--- src/hw/rtl/oaht_pkg.sv ---
`default_nettype none
package oaht_pkg;

  // field widths
  localparam int KEY_W   = 32;
  localparam int ATT_W   = 7;
  localparam int OUTC_W  = 2;
  localparam int COEF_W  = 8;
  localparam int MOD_W   = 7;

  // configuration port
  localparam int CFG_IDX_W  = 2;
  localparam int CFG_DATA_W = 8;

  localparam logic [CFG_IDX_W-1:0] REG_PROBE_MODE   = 2'd0;
  localparam logic [CFG_IDX_W-1:0] REG_LINEAR_COEF  = 2'd1;
  localparam logic [CFG_IDX_W-1:0] REG_SQUARE_COEF  = 2'd2;
  localparam logic [CFG_IDX_W-1:0] REG_STEP_MODULUS = 2'd3;

  localparam logic              RST_PROBE_MODE   = 1'b0;
  localparam logic [COEF_W-1:0] RST_LINEAR_COEF  = 8'd1;
  localparam logic [COEF_W-1:0] RST_SQUARE_COEF  = 8'd1;
  localparam logic [MOD_W-1:0]  RST_STEP_MODULUS = 7'd7;

  // probe mode codes
  localparam logic MODE_QUADRATIC = 1'b0;
  localparam logic MODE_DOUBLE    = 1'b1;

  // outcome codes
  localparam logic [OUTC_W-1:0] OUTC_INSERTED   = 2'd0;
  localparam logic [OUTC_W-1:0] OUTC_REMOVED    = 2'd1;
  localparam logic [OUTC_W-1:0] OUTC_NOT_PLACED = 2'd2;

  // serial remainder: digit width and digit counts
  localparam int DIGIT_W      = 4;
  localparam int KEY_DIGITS   = KEY_W / DIGIT_W;
  localparam int SMALL_DIGITS = COEF_W / DIGIT_W;

  // default sizes
  localparam int DEF_TABLE_SIZE   = 128;
  localparam int DEF_MAX_ATTEMPTS = 99;

endpackage
`default_nettype wire

--- src/hw/rtl/oaht_ram.sv ---
`default_nettype none
module oaht_ram #(
  parameter int WIDTH = 33,
  parameter int DEPTH = 128
) (
  input  wire logic                     clk,
  input  wire logic                     we,
  input  wire logic [$clog2(DEPTH)-1:0] waddr,
  input  wire logic [WIDTH-1:0]         wdata,
  input  wire logic [$clog2(DEPTH)-1:0] raddr,
  output logic      [WIDTH-1:0]         rdata
);

  logic [WIDTH-1:0] mem [DEPTH];

  always_ff @(posedge clk) begin
    if (we) begin
      mem[waddr] <= wdata;
    end
    rdata <= mem[raddr];
  end

endmodule
`default_nettype wire

--- src/hw/rtl/open_addressing_hash_toggle_core.sv ---
// open-addressing hash table whose keys toggle membership
//
// input channel: in_valid / in_ready with one key per beat. each key is
// inserted at the first empty slot along its probe sequence, or removed if
// the same key is met in a full slot first. output channel: out_valid /
// out_ready, one beat per key with the probe count and the outcome.
// probe sequence is quadratic or double hashing, chosen by probe_mode.
// config writes (cfg_write, cfg_index, cfg_data) take effect at once and
// are expected only while the block is idle.
//
// after reset the block sweeps the slot memory once, marking every slot
// empty, and in_ready stays low during the sweep.
// one key at a time: a digit-serial remainder (key mod table size, key mod
// step modulus), reduction of the probe step and coefficients, a setup
// step, then per probe one read of the slot memory and one check and
// write-back, and a finish step to hand over the result.
// the result sits in an output register, so a stalled receiver holds only
// the next key's finish: the next key is accepted and worked on meanwhile.
`default_nettype none
module open_addressing_hash_toggle_core
  import oaht_pkg::*;
#(
  parameter int TABLE_SIZE   = DEF_TABLE_SIZE,
  parameter int MAX_ATTEMPTS = DEF_MAX_ATTEMPTS
) (
  input  wire logic                  clk,
  input  wire logic                  rst,
  // config write port
  input  wire logic                  cfg_write,
  input  wire logic [CFG_IDX_W-1:0]  cfg_index,
  input  wire logic [CFG_DATA_W-1:0] cfg_data,
  // key channel
  input  wire logic                  in_valid,
  output logic                       in_ready,
  input  wire logic [KEY_W-1:0]      key,
  // result channel
  output logic                       out_valid,
  input  wire logic                  out_ready,
  output logic      [ATT_W-1:0]      attempts,
  output logic      [OUTC_W-1:0]     outcome
);

  localparam int TW    = $clog2(TABLE_SIZE);          // slot index width
  localparam int CW    = $clog2(MAX_ATTEMPTS + 1);    // probe counter width
  localparam int DCW   = $clog2(KEY_DIGITS);          // digit counter width
  localparam int RAM_W = KEY_W + 1;                   // {empty, key}

  // sequencer codes
  localparam logic [2:0] ST_CLR   = 3'd0;
  localparam logic [2:0] ST_IDLE  = 3'd1;
  localparam logic [2:0] ST_DIV   = 3'd2;
  localparam logic [2:0] ST_SRED  = 3'd3;
  localparam logic [2:0] ST_SETUP = 3'd4;
  localparam logic [2:0] ST_RD    = 3'd5;
  localparam logic [2:0] ST_CHK   = 3'd6;
  localparam logic [2:0] ST_FIN   = 3'd7;

  // modular add of two slot-range values
  function automatic logic [TW-1:0] add_mod(input logic [TW-1:0] a, input logic [TW-1:0] b);
    logic [TW:0] sum;
    sum = {1'b0, a} + {1'b0, b};
    if (sum >= (TW+1)'(TABLE_SIZE)) begin
      sum = sum - (TW+1)'(TABLE_SIZE);
    end
    return sum[TW-1:0];
  endfunction

  // one digit of remainder by table size
  function automatic logic [TW-1:0] red_t(input logic [TW-1:0] r, input logic [DIGIT_W-1:0] dig);
    logic [TW:0]   tmp;
    logic [TW-1:0] acc;
    acc = r;
    for (int j = DIGIT_W - 1; j >= 0; j--) begin
      tmp = {acc, dig[j]};
      if (tmp >= (TW+1)'(TABLE_SIZE)) begin
        tmp = tmp - (TW+1)'(TABLE_SIZE);
      end
      acc = tmp[TW-1:0];
    end
    return acc;
  endfunction

  // one digit of remainder by the step modulus
  function automatic logic [MOD_W-1:0] red_r(input logic [MOD_W-1:0] r,
                                             input logic [DIGIT_W-1:0] dig,
                                             input logic [MOD_W-1:0] dv);
    logic [MOD_W:0]   tmp;
    logic [MOD_W-1:0] acc;
    acc = r;
    for (int j = DIGIT_W - 1; j >= 0; j--) begin
      tmp = {acc, dig[j]};
      if (tmp >= {1'b0, dv}) begin
        tmp = tmp - {1'b0, dv};
      end
      acc = tmp[MOD_W-1:0];
    end
    return acc;
  endfunction

  // config registers
  logic              probe_mode;
  logic [COEF_W-1:0] linear_coef;
  logic [COEF_W-1:0] square_coef;
  logic [MOD_W-1:0]  step_modulus;
  logic [MOD_W-1:0]  r_eff;

  // sequencer and datapath registers
  logic [2:0]         state;
  logic [TW-1:0]      clr_addr;
  logic [DCW-1:0]     dig_cnt;
  logic [KEY_W-1:0]   key_q;
  logic [KEY_W-1:0]   key_sh;
  logic [TW-1:0]      home;
  logic [MOD_W-1:0]   kr;
  logic [MOD_W-1:0]   kr_next;
  logic [COEF_W-1:0]  step_sh;
  logic [COEF_W-1:0]  c1_sh;
  logic [COEF_W-1:0]  c2_sh;
  logic [TW-1:0]      step_m;
  logic [TW-1:0]      c1_m;
  logic [TW-1:0]      c2_m;
  logic [TW-1:0]      slot;
  logic [TW-1:0]      dlt;
  logic [TW-1:0]      ddl;
  logic [CW-1:0]      cnt;
  logic [CW-1:0]      cnt_inc;
  logic [CW+ATT_W-1:0] att_wide;
  logic [ATT_W-1:0]   res_att;
  logic [OUTC_W-1:0]  res_out;

  // slot memory
  logic             ram_we;
  logic [TW-1:0]    ram_waddr;
  logic [RAM_W-1:0] ram_wdata;
  logic [RAM_W-1:0] ram_rdata;
  logic             slot_empty;
  logic             slot_match;
  logic             out_free;

  oaht_ram #(
    .WIDTH (RAM_W),
    .DEPTH (TABLE_SIZE)
  ) u_slots (
    .clk   (clk),
    .we    (ram_we),
    .waddr (ram_waddr),
    .wdata (ram_wdata),
    .raddr (slot),
    .rdata (ram_rdata)
  );

  // a zero modulus acts as one
  assign r_eff = (step_modulus == '0) ? MOD_W'(1) : step_modulus;

  assign slot_empty = ram_rdata[KEY_W];
  assign slot_match = (ram_rdata[KEY_W-1:0] == key_q);
  assign cnt_inc    = cnt + CW'(1);
  assign att_wide   = {{ATT_W{1'b0}}, cnt_inc};
  assign kr_next    = red_r(kr, key_sh[KEY_W-1 -: DIGIT_W], r_eff);
  assign out_free   = !out_valid || out_ready;
  assign in_ready   = (state == ST_IDLE);

  // write-back: clearing pass, insert (empty cleared) or removal (empty set)
  always_comb begin
    ram_we    = 1'b0;
    ram_waddr = slot;
    ram_wdata = {~slot_empty, key_q};
    if (state == ST_CLR) begin
      ram_we    = 1'b1;
      ram_waddr = clr_addr;
      ram_wdata = {1'b1, {KEY_W{1'b0}}};
    end else if (state == ST_CHK) begin
      ram_we = slot_empty || slot_match;
    end
  end

  // config writes
  always_ff @(posedge clk) begin
    if (rst) begin
      probe_mode   <= RST_PROBE_MODE;
      linear_coef  <= RST_LINEAR_COEF;
      square_coef  <= RST_SQUARE_COEF;
      step_modulus <= RST_STEP_MODULUS;
    end else if (cfg_write) begin
      unique case (cfg_index)
        REG_PROBE_MODE:   probe_mode   <= cfg_data[0];
        REG_LINEAR_COEF:  linear_coef  <= cfg_data;
        REG_SQUARE_COEF:  square_coef  <= cfg_data;
        REG_STEP_MODULUS: step_modulus <= cfg_data[MOD_W-1:0];
        default: ;
      endcase
    end
  end

  // sequencer
  always_ff @(posedge clk) begin
    if (rst) begin
      state    <= ST_CLR;
      clr_addr <= '0;
      dig_cnt  <= '0;
    end else begin
      unique case (state)
        ST_CLR: begin
          // one slot per cycle marked empty
          clr_addr <= clr_addr + TW'(1);
          if (clr_addr == TW'(TABLE_SIZE - 1)) begin
            state <= ST_IDLE;
          end
        end
        ST_IDLE: begin
          if (in_valid) begin
            state   <= ST_DIV;
            dig_cnt <= '0;
          end
        end
        ST_DIV: begin
          // key mod table size and key mod step modulus, a digit a cycle
          if (dig_cnt == DCW'(KEY_DIGITS - 1)) begin
            state   <= ST_SRED;
            dig_cnt <= '0;
          end else begin
            dig_cnt <= dig_cnt + DCW'(1);
          end
        end
        ST_SRED: begin
          dig_cnt <= dig_cnt + DCW'(1);
          if (dig_cnt == DCW'(SMALL_DIGITS - 1)) begin
            state <= ST_SETUP;
          end
        end
        ST_SETUP: state <= ST_RD;
        ST_RD:    state <= ST_CHK;
        ST_CHK: begin
          if (slot_empty || slot_match || cnt_inc == CW'(MAX_ATTEMPTS)) begin
            state <= ST_FIN;
          end else begin
            state <= ST_RD;
          end
        end
        ST_FIN: begin
          if (out_free) begin
            state <= ST_IDLE;
          end
        end
        default: state <= ST_CLR;
      endcase
    end
  end

  // datapath
  always_ff @(posedge clk) begin
    case (state)
      ST_IDLE: begin
        key_q  <= key;
        key_sh <= key;
        home   <= '0;
        kr     <= '0;
        c1_sh  <= linear_coef;
        c2_sh  <= square_coef;
        step_m <= '0;
        c1_m   <= '0;
        c2_m   <= '0;
      end
      ST_DIV: begin
        home   <= red_t(home, key_sh[KEY_W-1 -: DIGIT_W]);
        kr     <= kr_next;
        key_sh <= key_sh << DIGIT_W;
        // probe step for double hashing, 1..R
        step_sh <= {1'b0, r_eff - kr_next};
      end
      ST_SRED: begin
        // step and coefficients brought into slot range
        step_m  <= red_t(step_m, step_sh[COEF_W-1 -: DIGIT_W]);
        c1_m    <= red_t(c1_m, c1_sh[COEF_W-1 -: DIGIT_W]);
        c2_m    <= red_t(c2_m, c2_sh[COEF_W-1 -: DIGIT_W]);
        step_sh <= step_sh << DIGIT_W;
        c1_sh   <= c1_sh << DIGIT_W;
        c2_sh   <= c2_sh << DIGIT_W;
      end
      ST_SETUP: begin
        slot <= home;
        cnt  <= '0;
        if (probe_mode == MODE_DOUBLE) begin
          dlt <= step_m;
          ddl <= '0;
        end else begin
          // quadratic offset differences: c1 + c2*(2i+1), growing by 2*c2
          dlt <= add_mod(c1_m, c2_m);
          ddl <= add_mod(c2_m, c2_m);
        end
      end
      ST_CHK: begin
        res_att <= att_wide[ATT_W-1:0];
        if (slot_empty) begin
          res_out <= OUTC_INSERTED;
        end else if (slot_match) begin
          res_out <= OUTC_REMOVED;
        end else begin
          res_out <= OUTC_NOT_PLACED;
          slot    <= add_mod(slot, dlt);
          dlt     <= add_mod(dlt, ddl);
          cnt     <= cnt_inc;
        end
      end
      default: ;
    endcase
  end

  // output register
  always_ff @(posedge clk) begin
    if (rst) begin
      out_valid <= 1'b0;
    end else if (state == ST_FIN && out_free) begin
      out_valid <= 1'b1;
    end else if (out_ready) begin
      out_valid <= 1'b0;
    end
  end

  always_ff @(posedge clk) begin
    if (state == ST_FIN && out_free) begin
      attempts <= res_att;
      outcome  <= res_out;
    end
  end

  // memory writes only during the clearing pass or a probe check
  a_write_phase: assert property (@(posedge clk) disable iff (rst)
    ram_we |-> (state == ST_CLR || state == ST_CHK))
    else $error("slot memory written outside clear or check");

  // a result is only raised from the finish step
  a_result_source: assert property (@(posedge clk) disable iff (rst)
    $rose(out_valid) |-> $past(state) == ST_FIN)
    else $error("result raised outside finish");

  // probe counter stays below the limit while probing
  a_probe_limit: assert property (@(posedge clk) disable iff (rst)
    (state == ST_RD || state == ST_CHK) |-> cnt < CW'(MAX_ATTEMPTS))
    else $error("probe count past limit");

  // probed slot stays inside the table
  a_slot_range: assert property (@(posedge clk) disable iff (rst)
    (state == ST_RD) |-> slot <= TW'(TABLE_SIZE - 1))
    else $error("slot index out of range");

  // an accepted key starts the remainder phase
  a_accept_start: assert property (@(posedge clk) disable iff (rst)
    (in_valid && in_ready) |=> (state == ST_DIV && dig_cnt == '0))
    else $error("accepted key did not start");

endmodule
`default_nettype wire

--- config.mk ---
export PLATFORM = sky130hd
export DESIGN_NAME = open_addressing_hash_toggle_core
export DESIGN_NICKNAME = d
export VERILOG_FILES = /design/src/hw/rtl/oaht_pkg.sv /design/src/hw/rtl/oaht_ram.sv /design/src/hw/rtl/open_addressing_hash_toggle_core.sv
export SDC_FILE = /design/constraint.sdc
export NUM_CORES = 2
export LEC_CHECK = 0
export BUFFER_PORTS_ARGS = -buffer_cell sky130_fd_sc_hd__buf_2
export CORE_MARGIN = 5
export CORE_UTILIZATION = 57
export DETAILED_ROUTE_END_ITERATION = 10
export GPL_TIMING_DRIVEN = 0
export PLACE_DENSITY = 0.76
export SYNTH_ARGS = -nofsm -noshare
export SYNTH_HDL_FRONTEND = slang
export SYNTH_HIERARCHICAL = 1
export SYNTH_MEMORY_MAX_BITS = 65536
export SYNTH_SLANG_ARGS = --single-unit
--- constraint.sdc ---
create_clock -name clk -period 9.8 [get_ports clk]
set_input_delay 0.98 -clock clk [delete_from_list [all_inputs] [get_ports clk]]
set_output_delay 0.98 -clock clk [all_outputs]
set_load 0.02 [all_outputs]
==> parameters.txt <==
Parameter                              Value

GRT
  Total overflow reported by the global router ... 0
  Initial antenna violation count ... 64
  Total track usage ... 0.3031
  Largest net degree at the start of global routing ... 97
  Global-route wire length before repair ... 667100 um
  Via count of the first global-routing pass ... 86145

Finish
  Fraction of the core area covered by cells at the end of the flow ... 0.6530
  Final-layout fill cell count ... 17637
  Net count of the finished layout ... 7986
  Most common cell after layout, fill and taps aside ... sky130_fd_sc_hd__edfxtp_1
  Proportion of layout cells with a drive suffix above 1 ... 0.3163
  Post-route design area ... 0.1961 sq mm
  Synth-to-Final Area Change ... 13.93%
  Commonest non-fill, non-tap cells in the layout ... sky130_fd_sc_hd__edfxtp_1 (4392), sky130_fd_sc_hd__mux4_2 (1386), sky130_fd_sc_hd__clkbuf_16 (420)

Yosys
  Syn. warnings ... 6
  Register bit count reported by yosys ... 4463
  Post-synth EDFFs ... 4392
  Library cells used by synthesis ... 63
  Proportion of synthesized chip area in sequential cells ... 0.7746
  Synth Instances ... 7204
  Dominant synthesized flop cell ... sky130_fd_sc_hd__edfxtp_1
  Fraction of registers with async set/reset ... 0
  Netlist area before placement ... 0.1721 sq mm
  Avg Inst Size Synth ... 23.89 sq um
  Nets in the synthesized netlist ... 7316

Critical path
  Data required time of the critical path ... 10.57 ns
  Category of the critical setup timing path ... reg2reg
  Slowest-stage cell, CP ... sky130_fd_sc_hd__fa_1
  Cell class contributing the biggest share of worst-path delay ... compound AO/OA/AOI/OAI gates
  Slowest stage delay, CP ... 0.48 ns
  Worst Path Max Fanout ... 7
  Number of buffers and inverters on the critical path ... 3
  Worst reg-to-reg setup slack ... 0.51 ns
  CP Launch Type ... register
  WP data arrival ... 10.07 ns
  Worst Setup End Kind ... register

Routing
  1st-iter DRT viols ... 15319
  Via count ... 86394
  Drt drc ... 0
  Routed len/inst ... 39.07 um
  Vias per inst ... 7.090
  Total detailed-routing wirelength ... 476200 um
  First-pass detailed-route iteration total ... 8
  Post-route ant nets ... 0

STA
  Min Clock Period, post-route ... 9.294 ns
  RSZ-0062 raised after global routing ... false
  FMAX ... 107.6 MHz
  Worst setup skew after layout ... 0.05674 ns
  Tcrit/Tclk final ... 0.9484
  Worst Tran Pin Value ... 1.688 ns
  Tightest hold margin ... 0.2310 ns
  Fin Setup TNS ... 0 ns
  Worst slew margin relative to its limit ... -0.1372
  Final Max Slew Viols ... 60
  Count of endpoints failing hold in the final timing report ... 0
  Final setup violation count ... 0

Hold path
  Tightest Hold Check Type ... in2reg

Pwr
  P_sw ... 7.602 mW
  Maximum ir drop on the vdd rail ... 0.1689 mV
  Fraction of power consumed by the clock network ... 0.430
  Relative contribution of combinational cells to total power ... 0.020
  Share of total power consumed by net switching ... 0.2005
  Total power density per cell area ... 193.4 mW/mm^2
  Cell internal pwr ... 30.31 mW
  Reg power frac ... 0.549
  Leak ... 53.15 nW

Clock network
  Total clock buffers created by CTS ... 415
  Number of buffers between clock root and the deepest sink ... 4
  Clock latency at the later pin of the worst-skew pair ... 0.94 ns
  Post-CTS clock slew at the launch and capture registers of the worst setup and hold paths ... 0.07 ns
  H-Tree Level Count ... 5
  Number of clock sinks ... 4463
  TritonCTS clock tree ... done
  CTS Root Cell ... sky130_fd_sc_hd__clkbuf_16

Die
  I/O pin cnt ... 58
  Overall die width ... 559.5 um
  Y dimension of the die ... 559.5 um
  Core footprint ... 0.3003 sq mm
  Initial Utilization ... 0.5731
  Number of placement rows ... 201
  Die outline area ... 0.3130 sq mm

Placed design
  Quantity of I/O buffers inserted on ports ... 56
  Placed wire-length estimate ... 291100 um
  Cell area reported after detailed placement ... 0.1823 sq mm
  Last weighted congestion value of the routability-driven placer ... 1.030

Job
  Number of maximum-capacitance constraint violations ... 7

Run status
  Run status ... complete, but fails checks
  Violated checks ... max-capacitance violations, max-slew violations
## cells by family after synthesis
group           Yosys count  synth area share
simple gates            578           0.01529
flops                  4463            0.7746
mux                    1451            0.1855
xor+xnor                 72          0.003664
fa+ha+maj                65          0.005074
buf+inv                 421          0.009996
compound gates          154          0.005845
## stage by stage
stage                     worst slack [ns]  power [mW]  instances
after floorplan                     0.6001       21.67       7204
after global placement             -0.7364       21.89      11218
after detailed placement           -0.7104       21.95      11404
after CTS                          0.07252       37.97      12154
after global routing               0.01098       38.96      12163
final                               0.5060       37.91      12186
## layer usage
metal	global-route usage	vias up	wire length, um
met1	0.3972	45061	154500
met2	0.4731	7778	226100
met4	0.1456	30	27710
li1	-	32135	-
met3	0.09074	1390	67660
met5	0	-	257
## worst paths after layout
| check | start | endpoint | depth (start not counted) |
|---|---|---|---|
| setup / recovery | step_modulus[5] | step_sh[6] | 43 |
| hold / removal | key[31] | key_q[31] | 1 |
| setup reg to reg | step_modulus[5] | step_sh[6] | 43 |
| hold reg to reg | res_att[4] | attempts[4] | 0 |
## sequential cells by signal, summed over array words and instances, names as in the netlist, 8 cells and up
name           cells
c1_sh              8
c2_sh              8
key_q             32
key_sh            32
linear_coef        8
square_coef        8
step_sh            8
u_slots/mem     4224
u_slots/rdata     33
## power by group through the flow
stage / clock, mW / sequential (mW) / combinational, mW
2_1_floorplan: 0 / 21.2 / 0.432
3_3_place_gp: 0 / 21.3 / 0.636
3_5_place_dp: 0 / 21.2 / 0.709
4_1_cts: 16.4 / 20.8 / 0.738
5_1_grt: 17.3 / 20.8 / 0.816
6_report: 16.3 / 20.8 / 0.770
## cell usage after synthesis, types with 2 or more instances
master / instances / area, sq um
sky130_fd_sc_hd__nor4_1: 8 / 50.05
sky130_fd_sc_hd__mux2i_1: 14 / 140.1
sky130_fd_sc_hd__o21ai_0: 31 / 155.2
sky130_fd_sc_hd__fa_1: 8 / 160.2
sky130_fd_sc_hd__o311ai_0: 2 / 17.52
sky130_fd_sc_hd__o31ai_1: 2 / 15.01
sky130_fd_sc_hd__or2_2: 4 / 25.02
sky130_fd_sc_hd__nor3b_1: 3 / 22.52
sky130_fd_sc_hd__buf_1: 46 / 172.7
sky130_fd_sc_hd__nor2b_1: 35 / 219.0
sky130_fd_sc_hd__buf_6: 3 / 33.78
sky130_fd_sc_hd__o21a_1: 5 / 37.54
sky130_fd_sc_hd__dfxtp_1: 71 / 1421
sky130_fd_sc_hd__inv_1: 52 / 195.2
sky130_fd_sc_hd__buf_2: 94 / 470.5
sky130_fd_sc_hd__nand3b_1: 4 / 30.03
sky130_fd_sc_hd__mux4_2: 1386 / 31210
sky130_fd_sc_hd__mux2_1: 2 / 22.52
sky130_fd_sc_hd__a21o_1: 20 / 150.1
sky130_fd_sc_hd__nand4_1: 11 / 68.82
sky130_fd_sc_hd__o211ai_1: 2 / 15.01
sky130_fd_sc_hd__xor2_1: 52 / 455.4
sky130_fd_sc_hd__and2_1: 40 / 250.2
sky130_fd_sc_hd__nand3_1: 28 / 140.1
sky130_fd_sc_hd__mux2_2: 48 / 540.5
sky130_fd_sc_hd__clkbuf_1: 226 / 848.3
sky130_fd_sc_hd__a211o_1: 3 / 26.28
sky130_fd_sc_hd__edfxtp_1: 4392 / 131900
sky130_fd_sc_hd__o21bai_1: 5 / 37.54
sky130_fd_sc_hd__a21oi_1: 56 / 280.3
sky130_fd_sc_hd__nand2_1: 190 / 713.2
sky130_fd_sc_hd__and3_1: 25 / 156.4
sky130_fd_sc_hd__a21boi_0: 3 / 22.52
sky130_fd_sc_hd__a211oi_1: 6 / 45.04
sky130_fd_sc_hd__nand2b_1: 12 / 75.07
sky130_fd_sc_hd__xnor2_1: 20 / 175.2
sky130_fd_sc_hd__o31a_1: 2 / 17.52
sky130_fd_sc_hd__or3_1: 6 / 37.54
sky130_fd_sc_hd__a22oi_1: 2 / 15.01
sky130_fd_sc_hd__nor2_1: 191 / 716.9
sky130_fd_sc_hd__nor3_1: 16 / 80.08
sky130_fd_sc_hd__ha_1: 57 / 713.2
## final cells by class
class | instances | area [sq um] | share of cell area
Inverter | 52 | 195.2 | 0.0009955
Antenna cell | 24 | 60.06 | 0.0003063
Clock inverter | 255 | 2673 | 0.01363
Clock buffer | 492 | 10830 | 0.05524
Buffer | 369 | 1556 | 0.007938
Sequential cell | 4463 | 133300 | 0.6799
Timing Repair Buffer | 253 | 4294 | 0.02190
Multi-Input combinational cell | 2320 | 38210 | 0.1949
Tap cell | 3958 | 4952 | 0.02526
## repair_timing
| item | CTS | global route |
|---|---|---|
| resized for setup | 10 | 9 |
| setup endpoints to repair | 4 | 2 |
| setup buffers | 3 | 6 |
| hold buffers | 0 | 0 |
| pin swaps | 4 | 4 |
| cloned | 0 | 1 |
Note: power is estimated with default switching activity, not from simulation.
